$ cat config.mk
export PLATFORM = sky130hd
export DESIGN_NAME = text_console_writer
export DESIGN_NICKNAME = d
export VERILOG_FILES = /design/src/rtl/tcw_pkg.sv /design/src/rtl/text_console_writer.sv
export SDC_FILE = /design/constraint.sdc
export NUM_CORES = 1
export LEC_CHECK = 0
export CAP_MARGIN = 20
export CORE_UTILIZATION = 51
export CTS_CLUSTER_SIZE = 16
export DETAILED_ROUTE_END_ITERATION = 8
export DONT_BUFFER_PORTS = 1
export PLACE_DENSITY = 0.69
export SLEW_MARGIN = 20
export SYNTH_ARGS = -nofsm -noshare
export SYNTH_HDL_FRONTEND = slang
export SYNTH_SLANG_ARGS = --single-unit
$ cat constraint.sdc
create_clock -name clk -period 17.5 [get_ports clk]
set_clock_uncertainty 0.05 [all_clocks]
set_input_delay 2.625 -clock clk [delete_from_list [all_inputs] [get_ports clk]]
set_output_delay 2.625 -clock clk [all_outputs]
set_load 0.01 [all_outputs]
$ cat src/rtl/tcw_pkg.sv
// ----------------------------------------------------------------------------
// tcw_pkg: shared definitions for the text console writer
// Command and result kind codes, screen geometry and the digit character map.
// ----------------------------------------------------------------------------
package tcw_pkg;

  localparam int COLUMNS    = 80;
  localparam int ROWS       = 25;
  localparam int MAX_DIGITS = 32;

  localparam int COL_W  = 7;
  localparam int ROW_W  = 5;
  localparam int BASE_W = 6;
  localparam int VAL_W  = 32;

  // Digit store addressing and fill count.
  localparam int DIG_AW = $clog2(MAX_DIGITS);
  localparam int DIG_CW = $clog2(MAX_DIGITS + 1);

  // The divider retires this many quotient bits per cycle.
  localparam int BITS_PER_STEP = 4;
  localparam int DIV_STEPS     = VAL_W / BITS_PER_STEP;
  localparam int STEP_W        = $clog2(DIV_STEPS);

  localparam logic [1:0] CMD_PUT_CHAR = 2'd0;
  localparam logic [1:0] CMD_PUT_NUM  = 2'd1;
  localparam logic [1:0] CMD_CLEAR    = 2'd2;
  localparam logic [1:0] CMD_CURSOR   = 2'd3;

  localparam logic [1:0] KIND_CELL   = 2'd0;
  localparam logic [1:0] KIND_CLEAR  = 2'd1;
  localparam logic [1:0] KIND_CURSOR = 2'd2;

  localparam logic [7:0] CHAR_NEWLINE = 8'h0a;
  localparam logic [7:0] CHAR_ZERO    = 8'h30;
  // Letters start at 'a' for digit ten.
  localparam logic [7:0] CHAR_ALPHA   = 8'h57;

  localparam logic [BASE_W-1:0] BASE_MIN = 6'd2;
  localparam logic [BASE_W-1:0] BASE_MAX = 6'd36;

  localparam logic [7:0] COLOR_RESET = 8'h07;

  typedef logic [COL_W-1:0] col_t;
  typedef logic [ROW_W-1:0] row_t;

  function automatic logic [7:0] digit_char(input logic [BASE_W-1:0] d);
    logic [7:0] d8;
    d8 = {2'b00, d};
    if (d < 6'd10) begin
      digit_char = CHAR_ZERO + d8;
    end else begin
      digit_char = CHAR_ALPHA + d8;
    end
  endfunction

endpackage

$ cat src/rtl/text_console_writer.sv
// ----------------------------------------------------------------------------
// text_console_writer: text-mode console command engine
// Turns put-character, put-number, clear and cursor commands into cell
// writes, screen clears and cursor reports, tracking the cursor position.
// ----------------------------------------------------------------------------
// One command is taken at a time; in_stall stays high until the command is
// done and its last result, if it makes any, is in the output register. A
// number is split into digits by the shared radix divider, which retires four
// quotient bits a cycle; the digits are stored, then each is read back and
// placed (after a screen clear when the cursor has run off the bottom), and a
// cursor report ends the number. out_stall can hold any result back.
module text_console_writer (
  input  logic                       clk,
  input  logic                       rst_n,
  input  logic                       cfg_we,
  input  logic [7:0]                 cfg_data,
  input  logic                       in_valid,
  output logic                       in_stall,
  input  logic [1:0]                 in_cmd,
  input  logic [7:0]                 in_ch,
  input  logic [tcw_pkg::VAL_W-1:0]  in_value,
  input  logic [tcw_pkg::BASE_W-1:0] in_base,
  output logic                       out_valid,
  input  logic                       out_stall,
  output logic [1:0]                 out_kind,
  output tcw_pkg::col_t              out_col,
  output tcw_pkg::row_t              out_row,
  output logic [7:0]                 out_glyph,
  output logic [7:0]                 out_attr,
  output logic                       out_last
);
  import tcw_pkg::*;

  localparam logic [2:0] S_IDLE   = 3'd0;
  localparam logic [2:0] S_DIV    = 3'd1;
  localparam logic [2:0] S_READ   = 3'd2;
  localparam logic [2:0] S_LOAD   = 3'd3;
  localparam logic [2:0] S_PLACE  = 3'd4;
  localparam logic [2:0] S_CURSOR = 3'd5;
  localparam logic [2:0] S_CLEAR  = 3'd6;

  localparam col_t              COL_LIM  = COL_W'(COLUMNS);
  localparam row_t              ROW_LIM  = ROW_W'(ROWS);
  localparam logic [STEP_W-1:0] DIV_LAST = STEP_W'(DIV_STEPS - 1);
  localparam logic [DIG_CW-1:0] DIG_LIM  = DIG_CW'(MAX_DIGITS);

  logic [2:0]              state_r, state_nxt;
  logic [7:0]              color_r, color_nxt;
  col_t                    col_r, col_nxt;
  row_t                    row_r, row_nxt;
  logic [7:0]              char_r, char_nxt;
  logic                    single_r, single_nxt;
  logic [BASE_W-1:0]       base_r, base_nxt;
  logic [VAL_W-1:0]        quo_r, quo_nxt;
  logic [BASE_W-1:0]       rem_r, rem_nxt;
  logic [STEP_W-1:0]       step_r, step_nxt;
  logic [DIG_CW-1:0]       cnt_r, cnt_nxt;

  logic                    out_valid_r, out_valid_nxt;
  logic [1:0]              out_kind_r, out_kind_nxt;
  col_t                    out_col_r, out_col_nxt;
  row_t                    out_row_r, out_row_nxt;
  logic [7:0]              out_glyph_r, out_glyph_nxt;
  logic [7:0]              out_attr_r, out_attr_nxt;
  logic                    out_last_r, out_last_nxt;

  logic [BASE_W-1:0]       dig_mem [MAX_DIGITS];
  logic [BASE_W-1:0]       rd_r;
  logic                    dig_we;
  logic [DIG_CW-1:0]       cnt_dec;
  logic [DIG_CW-1:0]       cnt_inc;

  logic                    free;
  logic                    emit;
  logic                    accept;
  col_t                    wrap_col;
  row_t                    wrap_row;
  logic [2:0]              done_state;

  // Divider datapath, four restoring steps per cycle.
  logic [VAL_W-1:0]        dq;
  logic [BASE_W-1:0]       dr;
  logic [BASE_W:0]         trial;

  assign in_stall  = (state_r != S_IDLE);
  assign accept    = in_valid && (state_r == S_IDLE);
  assign free      = !out_valid_r || !out_stall;
  assign cnt_dec   = cnt_r - 1'b1;
  assign cnt_inc   = cnt_r + 1'b1;

  always_comb begin
    dq = quo_r;
    dr = rem_r;
    for (int i = 0; i < BITS_PER_STEP; i++) begin
      trial = {dr, dq[VAL_W-1]};
      if (trial >= {1'b0, base_r}) begin
        trial = trial - {1'b0, base_r};
        dq    = {dq[VAL_W-2:0], 1'b1};
      end else begin
        dq    = {dq[VAL_W-2:0], 1'b0};
      end
      dr = trial[BASE_W-1:0];
    end
  end

  // Cursor after the wrap that precedes every placed character.
  always_comb begin
    if (col_r >= COL_LIM) begin
      wrap_col = '0;
      wrap_row = (row_r < ROW_LIM) ? row_r + 1'b1 : row_r;
    end else begin
      wrap_col = col_r;
      wrap_row = row_r;
    end
  end

  always_comb begin
    if (single_r) begin
      done_state = S_IDLE;
    end else if (cnt_r != '0) begin
      done_state = S_READ;
    end else begin
      done_state = S_CURSOR;
    end
  end

  always_comb begin
    state_nxt     = state_r;
    color_nxt     = cfg_we ? cfg_data : color_r;
    col_nxt       = col_r;
    row_nxt       = row_r;
    char_nxt      = char_r;
    single_nxt    = single_r;
    base_nxt      = base_r;
    quo_nxt       = quo_r;
    rem_nxt       = rem_r;
    step_nxt      = step_r;
    cnt_nxt       = cnt_r;
    dig_we        = 1'b0;
    emit          = 1'b0;
    out_kind_nxt  = out_kind_r;
    out_col_nxt   = out_col_r;
    out_row_nxt   = out_row_r;
    out_glyph_nxt = out_glyph_r;
    out_attr_nxt  = out_attr_r;
    out_last_nxt  = out_last_r;

    unique case (state_r)
      S_IDLE: begin
        if (accept) begin
          unique case (in_cmd)
            CMD_PUT_CHAR: begin
              char_nxt   = in_ch;
              single_nxt = 1'b1;
              state_nxt  = S_PLACE;
            end
            CMD_PUT_NUM: begin
              if (in_value == '0) begin
                char_nxt   = CHAR_ZERO;
                single_nxt = 1'b1;
                state_nxt  = S_PLACE;
              end else if (in_base >= BASE_MIN && in_base <= BASE_MAX) begin
                base_nxt   = in_base;
                quo_nxt    = in_value;
                rem_nxt    = '0;
                step_nxt   = '0;
                cnt_nxt    = '0;
                single_nxt = 1'b0;
                state_nxt  = S_DIV;
              end
            end
            CMD_CLEAR:  state_nxt = S_CLEAR;
            CMD_CURSOR: state_nxt = S_CURSOR;
            default:    state_nxt = S_IDLE;
          endcase
        end
      end
      S_DIV: begin
        quo_nxt  = dq;
        rem_nxt  = dr;
        step_nxt = step_r + 1'b1;
        if (step_r == DIV_LAST) begin
          // Digit complete: store the remainder, carry on with the quotient.
          dig_we   = 1'b1;
          cnt_nxt  = cnt_inc;
          rem_nxt  = '0;
          step_nxt = '0;
          if (dq == '0 || cnt_inc == DIG_LIM) begin
            state_nxt = S_READ;
          end
        end
      end
      S_READ: begin
        state_nxt = S_LOAD;
      end
      S_LOAD: begin
        char_nxt  = digit_char(rd_r);
        cnt_nxt   = cnt_dec;
        state_nxt = S_PLACE;
      end
      S_PLACE: begin
        if (char_r == CHAR_NEWLINE) begin
          col_nxt   = '0;
          row_nxt   = (wrap_row < ROW_LIM) ? wrap_row + 1'b1 : wrap_row;
          state_nxt = done_state;
        end else if (wrap_row >= ROW_LIM) begin
          // Ran off the bottom: clear and home, staying in S_PLACE to place the cell after.
          if (free) begin
            emit          = 1'b1;
            out_kind_nxt  = KIND_CLEAR;
            out_col_nxt   = '0;
            out_row_nxt   = '0;
            out_glyph_nxt = '0;
            out_attr_nxt  = '0;
            out_last_nxt  = 1'b0;
            col_nxt       = '0;
            row_nxt       = '0;
          end
        end else if (free) begin
          emit          = 1'b1;
          out_kind_nxt  = KIND_CELL;
          out_col_nxt   = wrap_col;
          out_row_nxt   = wrap_row;
          out_glyph_nxt = char_r;
          out_attr_nxt  = color_r;
          out_last_nxt  = single_r;
          col_nxt       = wrap_col + 1'b1;
          row_nxt       = wrap_row;
          state_nxt     = done_state;
        end
      end
      S_CURSOR: begin
        if (free) begin
          emit          = 1'b1;
          out_kind_nxt  = KIND_CURSOR;
          out_col_nxt   = col_r;
          out_row_nxt   = row_r;
          out_glyph_nxt = '0;
          out_attr_nxt  = '0;
          out_last_nxt  = 1'b1;
          state_nxt     = S_IDLE;
        end
      end
      S_CLEAR: begin
        if (free) begin
          emit          = 1'b1;
          out_kind_nxt  = KIND_CLEAR;
          out_col_nxt   = '0;
          out_row_nxt   = '0;
          out_glyph_nxt = '0;
          out_attr_nxt  = '0;
          out_last_nxt  = 1'b1;
          col_nxt       = '0;
          row_nxt       = '0;
          state_nxt     = S_IDLE;
        end
      end
      default: state_nxt = S_IDLE;
    endcase

    if (emit) begin
      out_valid_nxt = 1'b1;
    end else if (!out_stall) begin
      out_valid_nxt = 1'b0;
    end else begin
      out_valid_nxt = out_valid_r;
    end
  end

  always_ff @(posedge clk) begin
    if (!rst_n) begin
      state_r     <= S_IDLE;
      color_r     <= COLOR_RESET;
      col_r       <= '0;
      row_r       <= '0;
      quo_r       <= '0;
      out_valid_r <= 1'b0;
    end else begin
      state_r     <= state_nxt;
      color_r     <= color_nxt;
      col_r       <= col_nxt;
      row_r       <= row_nxt;
      quo_r       <= quo_nxt;
      out_valid_r <= out_valid_nxt;
    end
  end

  always_ff @(posedge clk) begin
    char_r      <= char_nxt;
    single_r    <= single_nxt;
    base_r      <= base_nxt;
    rem_r       <= rem_nxt;
    step_r      <= step_nxt;
    cnt_r       <= cnt_nxt;
    out_kind_r  <= out_kind_nxt;
    out_col_r   <= out_col_nxt;
    out_row_r   <= out_row_nxt;
    out_glyph_r <= out_glyph_nxt;
    out_attr_r  <= out_attr_nxt;
    out_last_r  <= out_last_nxt;
  end

  // Digit store: written least significant digit first, read back from the top.
  always_ff @(posedge clk) begin
    if (dig_we) begin
      dig_mem[cnt_r[DIG_AW-1:0]] <= dr;
    end
    rd_r <= dig_mem[cnt_dec[DIG_AW-1:0]];
  end

  assign out_valid = out_valid_r;
  assign out_kind  = out_kind_r;
  assign out_col   = out_col_r;
  assign out_row   = out_row_r;
  assign out_glyph = out_glyph_r;
  assign out_attr  = out_attr_r;
  assign out_last  = out_last_r;

endmodule

==> results.cfg, run 1 <==
[worst_setup_path]
r2r_cells = 30
critPathCapture = rem_r[2]$_SDFFCE_PN0P_
start_kind = register
cp_num_buf_inv = 3
reg2reg_slack_ns = 8.71
crit_start = base_r[1]$_DFFE_PP_
rr_startpoint = base_r[1]$_DFFE_PP_
critical_path_arrival_ns = 9.01
crit_required_ns = 17.72
path_max_fanout = 33
cp_slowest_cell = mux2_2
cp_num_cells = 30
crit_path_end_kind = register
path_delay_family = compound AO/OA/AOI/OAI gates
cp_common_cell = ha_1
cpPeakStageDelay_ns = 0.58
worstReg2RegEnd = rem_r[2]$_SDFFCE_PN0P_
crit_type = register to register

[die]
dieArea_sq_um = 30800
die_w_um = 176
core_area_sq_um = 29600
die_h_um = 176
start_util = 0.518
rows = 63
io-pin-count = 94

[clocking]
cts_resized = 0
htree_levels = 2
cts_made_buffers = 35
clkLatencyLatePin_ns = 0.52
clock_path_buffers = 3
post_cts_buffers = 0
clk_pin_slew_ns = 0.06
clkSinkCount = 315
tritoncts = yes
ctsRootBufferMaster = clkbuf_16
holdBufCountCts = 0

[timing]
fmax_mhz = 114
slew_viol_final = 0
maxSlewHeadroom = 0.307
worstMarginPinSlew_ns = 1.03
finalSetupViolCount = 0
fin_crit_ns = 8.79
hold_viol = 0
grt_setup_unrepaired = false
period_share = 0.502
setup-tns-final_ns = 0

[final_layout]
final_cell_area_sq_um = 16900
nets = 1313
syn2layout_area_growth_pct = 9.77
diodes = 0
drive_gt1_frac = 0.130

[synthesis]
avgSynthCellArea_sq_um = 12.5
synth_compound_area_frac = 0.116
synth_mux_area_frac = 0.125
syn_inst = 1229
synth_edf_count = 253
async_flop_share = 0
synthAdderAreaFrac = 0.0370
syn-num-nets = 1333
ys_seq_area_frac = 0.575
yosys.cell_types.count = 70
synth-simple-area-share = 0.106
synth-main-ff-cell = edfxtp_1
synth_top_family_by_area = multiplexers
synth_area_sq_um = 15400
yosysWarningCount = 0
synth_xor_area_frac = 0.0148
ys_ff_latch = 315

[route]
drt_iter0_drc = 828
ant_nets = 0
firstDrtPassIters = 6
wl_mm = 34.0
vias = 9921
vias_per_cell = 6.10
drc = 0
routedWlPerCell_um = 20.9

[global_route]
track_usage = 0.221
grt_pass1_vias = 9672
grt_max_degree = 66
antenna_found_initial = 0
grt.overflow.total = 0
grt_first_pass_wirelength_mm = 53.0

[min_path]
hp-class = register to register

[placed_design]
place_area_sq_um = 15700
port-buffer-count = 0
dp_hpwl_mm = 22.2
place_congestion = 0.866

[run]
drv_cap = 0

[run_status]
status = finished, final reports clean
cell usage in the layout, fill, tap and decap left out, types with 18 or more instances in the layout:
master | Yosys | final
mux2_2 | 21 | 21
nor4_1 | 19 | 19
ha_1 | 39 | 38
edfxtp_1 | 253 | 253
dfxtp_1 | 62 | 62
mux4_2 | 48 | 48
o21ai_0 | 73 | 73
a32oi_1 | 18 | 18
inv_1 | 34 | 34
nor2_1 | 136 | 135
mux2i_1 | 57 | 56
nand3_1 | 27 | 27
clkbuf_16 | 0 | 37
a211oi_1 | 36 | 36
a21oi_1 | 46 | 46
nand2_1 | 91 | 91
logic make-up (layout without fill, tap and decap cells):
kind of cell	after synthesis	after routing
compound gates	263	263
xor+xnor	26	26
mux	128	128
simple gates	349	349
buf+inv	105	112
fa+ha+maj	43	43
flops	315	315
flip-flops by register name (all words and copies together) (netlist names):
name       flops
out_attr       8
cnt_r          6
color_r        8
state_r        3
out_glyph      8
rem_r          6
dig_mem      192
col_r          7
step_r         3
out_valid      1
char_r         8
rd_r           6
out_last       1
quo_r         32
out_row        5
out_kind       2
base_r         6
out_col        7
row_r          5
single_r       1
synth_stat cells (all sizes together), types with 9 or more instances:
cell type / instances / area, sq um
edfxtp: 253 / 7600
nor2: 136 / 510
nand2: 91 / 342
o21ai: 74 / 370
dfxtp: 62 / 1240
mux2i: 57 / 571
clkbuf: 55 / 206
mux4: 48 / 1080
a21oi: 46 / 230
ha: 39 / 488
a211oi: 36 / 270
inv: 35 / 131
nand3: 27 / 135
mux2: 23 / 267
nor4: 19 / 119
a32oi: 18 / 158
a31oi: 15 / 93.8
xnor2: 15 / 131
buf: 14 / 60.1
nor2b: 11 / 68.8
xor2: 11 / 96.3
a21o: 9 / 68.8
a22oi: 9 / 67.6
o211ai: 9 / 72.6
cell type report:
type | count | area, sq um
repair buffers | 12 | 90.1
clock buffers | 46 | 970
fillers | 2392 | 12800
multi-input cells | 809 | 6150
flip-flops and latches | 315 | 8840
well taps | 390 | 488
clock inverters | 18 | 190
inverters | 36 | 135
worst min path at each step:
stage / cells after the start / startpoint / slack, ns / endpoint
final: 2 / col_r[1]$_SDFFE_PN0P_ / 0.41 / col_r[1]$_SDFFE_PN0P_
after global routing: 2 / col_r[1]$_SDFFE_PN0P_ / 0.45 / col_r[1]$_SDFFE_PN0P_
after CTS: 2 / col_r[1]$_SDFFE_PN0P_ / 0.42 / col_r[1]$_SDFFE_PN0P_
after detailed placement: 2 / col_r[1]$_SDFFE_PN0P_ / 0.41 / col_r[1]$_SDFFE_PN0P_
after global placement: 2 / color_r[0]$_SDFFE_PN1P_ / 0.40 / color_r[0]$_SDFFE_PN1P_
after floorplan: 2 / col_r[1]$_SDFFE_PN0P_ / 0.39 / col_r[1]$_SDFFE_PN0P_
through the flow:
step | instances | util | setup slack (ns) | hold WS, ns
floorplan | 1229 | - | 9.44 | 0.390
global placement | 1562 | 0.530 | 9.14 | 0.402
detailed placement | 1562 | 0.530 | 8.83 | 0.408
CTS | 1626 | 0.569 | 8.77 | 0.416
global route | 1626 | 0.569 | 8.02 | 0.453
finish | 1626 | 0.569 | 8.71 | 0.412
worst min-delay path, stage by stage, from the launching register on:
cell     delay [ns]
dfxtp_1        0.32
nand2_1        0.05
a21oi_1        0.05
layer usage:
metal  part of all wire  vias to the layer above  track usage  wire (um)
li1                   -                     4678            -          -
met1               0.42                     4820        0.291      14400
met2               0.48                      364        0.363      16300
met3              0.074                       59       0.0504       2530
met4              0.024                        0       0.0732        833
met5                  0                        -            0          0
Power of run 1 is left out: the tool's default activity adds up to more than one toggle a clock period on the data nets, which glitch-free logic cannot reach.
==> run 2: changes to the inputs <==
--- a/config.mk
+++ b/config.mk
@@ -5,12 +5,13 @@
 export SDC_FILE = /design/constraint.sdc
 export NUM_CORES = 1
 export LEC_CHECK = 0
+export ABC_AREA = 1
 export CAP_MARGIN = 20
 export CORE_UTILIZATION = 51
 export CTS_CLUSTER_SIZE = 16
 export DETAILED_ROUTE_END_ITERATION = 8
 export DONT_BUFFER_PORTS = 1
-export PLACE_DENSITY = 0.69
+export PLACE_DENSITY = 0.72
 export SLEW_MARGIN = 20
 export SYNTH_ARGS = -nofsm -noshare
 export SYNTH_HDL_FRONTEND = slang
==> constraint.sdc (replaced) <==
create_clock -name clk -period 7.95 [get_ports clk]
set_clock_uncertainty 0.05 [all_clocks]
set_input_delay 1.1925 -clock clk [delete_from_list [all_inputs] [get_ports clk]]
set_output_delay 1.1925 -clock clk [all_outputs]
set_load 0.01 [all_outputs]
==> results.cfg, run 2 <==
[run_status]
status = finished, final reports clean

[worst_setup_path]
cpPeakStageDelay_ns = 0.49
start_kind = register
critical_path_arrival_ns = 7.56
path_max_fanout = 16
rr_startpoint = base_r[1]$_DFFE_PP_
crit_type = register to register
crit_required_ns = 8.16
crit_start = base_r[1]$_DFFE_PP_
worstReg2RegEnd = dig_mem[11][3]$_DFFE_PP_
r2r_cells = 40
reg2reg_slack_ns = 0.60
cp_slowest_cell = edfxtp_1
crit_path_end_kind = register
cp_common_cell = nand2_1

[die]
rows = 63
start_util = 0.520
dieArea_sq_um = 31100
io-pin-count = 94
core_area_sq_um = 29800
die_h_um = 176
die_w_um = 176

[route]
drt_iter0_drc = 1187
firstDrtPassIters = 5
routedWlPerCell_um = 18.7
vias = 11746
drc = 0
vias_per_cell = 5.98
ant_nets = 0
wl_mm = 36.6

[synthesis]
synth-simple-area-share = 0.157
yosys.area.top_type_share = 0.490
ys_ff_latch = 315
synth_mux_area_frac = 0.0116
syn-num-nets = 1674
yosys.cell_types.count = 57
synth_xor_area_frac = 0.0157
yosysWarningCount = 0
ys_seq_area_frac = 0.570
avgSynthCellArea_sq_um = 9.87
synth_compound_area_frac = 0.155
synthTopCellsByCount = edfxtp_1 (253), nand2_1 (227), nor2_1 (223), o21ai_0 (157), inv_1 (101)
synth_area_sq_um = 15500
synth_top_cell_by_area = edfxtp_1
async_flop_share = 0
synth_edf_count = 253
synth-main-ff-cell = edfxtp_1
syn_inst = 1570
synthAdderAreaFrac = 0.0366
synth_most_common_cell = edfxtp_1
netlist_top_cells_area = edfxtp_1 (49%), dfxtp_1 (8.0%), nand2_1 (5.5%)
synth_top_family_by_area = simple AND/OR/NAND/NOR gates

[final_layout]
final_common_cell = edfxtp_1
nets = 1653
diodes = 0
syn2layout_area_growth_pct = 11.1
final_cell_area_sq_um = 17200
largest_reg_flops = 192
mostFrequentLayoutCells = edfxtp_1 (253), nand2_1 (226), nor2_1 (222)
drive_gt1_frac = 0.0846

[clocking]
htree_levels = 2
ctsRootBufferMaster = clkbuf_16
clock_path_buffers = 3
cts_made_buffers = 36
tritoncts = yes
clkLatencyLatePin_ns = 0.52
clk_pin_slew_ns = 0.06
clkSinkCount = 315
holdBufCountCts = 0

[global_route]
antenna_found_initial = 0
grt_max_degree = 99
grt_pass1_vias = 10897
grt.overflow.total = 0
track_usage = 0.230
grt_first_pass_wirelength_mm = 56.9

[run]
drv_cap = 0

[placed_design]
port-buffer-count = 0
place_congestion = 0.899
post-place-ws_ns = 0.363
place_area_sq_um = 15700
dp_hpwl_mm = 23.5

[timing]
worstMarginPinSlew_ns = 0.993
slew_viol_final = 0
finalWorstSetupSlack_ns = 0.600
hold_viol = 0
period_share = 0.925
finalSetupViolCount = 0
fin_crit_ns = 7.35
maxSlewHeadroom = 0.336
fmax_mhz = 136

[min_path]
hp-class = register to register
hold_path_depth = 2
hold_end = color_r[1]$_SDFFE_PN1P_
holdCritStartpoint = color_r[1]$_SDFFE_PN1P_
==> run 2: worst max path at each step <==
stage / depth (start not counted) / end
final: 40 / dig_mem[11][3]$_DFFE_PP_
after global routing: 38 / dig_mem[6][3]$_DFFE_PP_
after CTS: 40 / dig_mem[24][3]$_DFFE_PP_
after detailed placement: 40 / dig_mem[8][3]$_DFFE_PP_
after global placement: 40 / dig_mem[8][3]$_DFFE_PP_
after floorplan: 42 / dig_mem[0][0]$_DFFE_PP_
==> run 2: logic make-up after synthesis <==
| group | count (synthesis) |
|---|---|
| and+or+nand+nor | 572 |
| AOI/OAI and AO/OA | 396 |
| DFF | 315 |
| buffers and inverters | 200 |
| adders and majority gates | 43 |
| xor gates and xnor gates | 26 |
| muxes | 18 |
==> run 2: routing by layer <==
layer	global-route usage	routed length [um]	up-vias
met3	0.0319	2420	74
li1	-	-	5590
met4	0.0665	788	0
met5	0	0	-
met2	0.380	17500	451
met1	0.316	15900	5631
==> run 2: area by class of cell <==
class	count	area, sq um
fill	2474	12600
sequential	315	8840
multi-input combinational	1055	5910
clock buffer	48	1030
tap	390	488
inverter	117	462
clock inverter	14	259
timing repair buffer	21	215
timing repair inverter	3	22.5
==> run 2: timing repair <==
action | CTS | global route
gates resized for setup | 0 | 19
endpoints found under the setup margin | 0 | 192
buffers inserted | 0 | 8
==> run 2: metrics by stage <==
step / setup TNS [ns] / hold slack [ns] / std cells / utilization
after global placement: 0 / 0.392 / 1890 / 0.528
after floorplan: 0 / 0.379 / 1570 / -
after global routing: -11.96 / 0.434 / 1963 / 0.578
after detailed placement: 0 / 0.401 / 1890 / 0.528
after CTS: 0 / 0.414 / 1952 / 0.571
final: 0 / 0.411 / 1963 / 0.578
==> run 2: worst max-delay path: cells and delay by family, from the launching register on <==
kind	cells	cell delay (ns)
AO/OA/AOI/OAI	11	2.51
AND/OR/NAND/NOR	17	1.76
adder cells (fa/ha/maj)	4	1.18
buffers and inverters	8	1.09
flip-flops	1	0.49
Power of run 2 is left out for the same reason.
==> run 3: changes to the inputs <==
--- a/config.mk
+++ b/config.mk
@@ -11,7 +11,7 @@
 export CTS_CLUSTER_SIZE = 16
 export DETAILED_ROUTE_END_ITERATION = 8
 export DONT_BUFFER_PORTS = 1
-export PLACE_DENSITY = 0.72
+export PLACE_DENSITY = 0.68
 export SLEW_MARGIN = 20
 export SYNTH_ARGS = -nofsm -noshare
 export SYNTH_HDL_FRONTEND = slang
==> results.cfg, run 3 (same netlist as run 2, synthesis figures left out) <==
[timing]
setup-tns-final_ns = 0
maxSlewHeadroom = 0.346
slew_viol_final = 0
hold_viol = 0
grt_setup_unrepaired = false
fin_crit_ns = 7.31
worstMarginPinSlew_ns = 0.973
fmax_mhz = 137
finalSetupViolCount = 0
period_share = 0.919

[route]
vias = 11786
ant_nets = 0
firstDrtPassIters = 5
vias_per_cell = 6.00
drc = 0
drt_iter0_drc = 1233
routedWlPerCell_um = 19.2
wl_mm = 37.7

[placed_design]
port-buffer-count = 0
dp_hpwl_mm = 24.2
place_congestion = 0.946
dp.cells = 1891

[worst_setup_path]
crit_path_end_kind = register
path_max_fanout = 16
crit_required_ns = 8.15
crit_type = register to register
start_kind = register
critical_path_arrival_ns = 7.51
cpPeakStageDelay_ns = 0.38
r2r_cells = 42
cp_common_cell = nand2_1
reg2reg_slack_ns = 0.64
cp_slowest_cell = o31ai_1

[die]
die_w_um = 176
rows = 63
dieArea_sq_um = 31100
start_util = 0.520
core_area_sq_um = 29800
die_h_um = 176
io-pin-count = 94

[run]
drv_cap = 0

[final_layout]
drive_gt1_frac = 0.0845
finalNonFillerCells = 1964
syn2layout_area_growth_pct = 10.0
diodes = 0
n_fill_cell = 2483
final_common_cell = edfxtp_1
mostFrequentLayoutCells = edfxtp_1 (253), nand2_1 (226), nor2_1 (222)
largest_reg_flops = 192
nets = 1652

[clocking]
holdBufCountCts = 0
htree_levels = 2
ctsRootBufferMaster = clkbuf_16
clock_path_buffers = 3
clk_pin_slew_ns = 0.05
clkSinkCount = 315
cts_made_buffers = 35
tritoncts = yes
clkLatencyLatePin_ns = 0.53

[global_route]
grt_pass1_vias = 10949
grt_max_degree = 71
track_usage = 0.237
antenna_found_initial = 0
grt_first_pass_wirelength_mm = 58.5
grt.overflow.total = 0

[min_path]
hold_path_depth = 2
hp-class = register to register

[run_status]
status = finished, final reports clean
## run 3: changes by cell type in the layout (fill, tap and decap cells not counted), sizes merged
cell	change
clkinv	+10
bufinv	-6
clkbuf	-5
inv	+2
## run 3: area by class of cell
cell class,count,area [sq um],area share
Sequential cell,315,8840,0.518
Multi-Input combinational cell,1055,5910,0.347
Clock buffer,43,947,0.0555
Tap cell,390,488,0.0286
Inverter,117,462,0.0271
Timing Repair Buffer,21,236,0.0139
Clock inverter,20,143,0.00837
Timing Repair inverter,3,22.5,0.00132
## run 3: path summary, 6_finish.rpt
kind,start,endpoint
worst max register to register,base_r[2]$_DFFE_PP_,dig_mem[11][3]$_DFFE_PP_
worst max-delay path,base_r[2]$_DFFE_PP_,dig_mem[11][3]$_DFFE_PP_
worst min-delay path,color_r[1]$_SDFFE_PN1P_,color_r[1]$_SDFFE_PN1P_
worst min register to register,color_r[1]$_SDFFE_PN1P_,color_r[1]$_SDFFE_PN1P_
## run 3: what timing repair did
item	4_1_cts	5_1_grt
setup buffers	0	7
setup endpoints to repair	0	195
gates resized for setup	0	18
## run 3: critical path, delay by kind of cell (launching register included)
family / cells / cell delay, ns
AO/OA/AOI/OAI: 12 / 2.60
AND/OR/NAND/NOR: 17 / 1.75
adder cells (fa/ha/maj): 4 / 1.25
flip-flops: 1 / 0.35
buffers and inverters: 9 / 1.07
## run 3: layer usage
layer  vias to the layer above  share of wire  GRT usage
met3                        84          0.072     0.0357
met1                      5678           0.43      0.322
met4                         0          0.027     0.0758
li1                       5582              -          -
met5                         -              0          0
met2                       442           0.47      0.391
## run 3: stage by stage
stage	area [sq um]	hold slack, ns	util	setup slack, ns
after floorplan	15500	0.379	-	1.53
after global routing	17100	0.436	0.572	0.0293
after global placement	15700	0.390	0.528	0.594
after detailed placement	15700	0.394	0.528	0.159
after CTS	16800	0.408	0.565	0.129
final	17100	0.404	0.572	0.640
Power of run 3 is left out for the same reason.
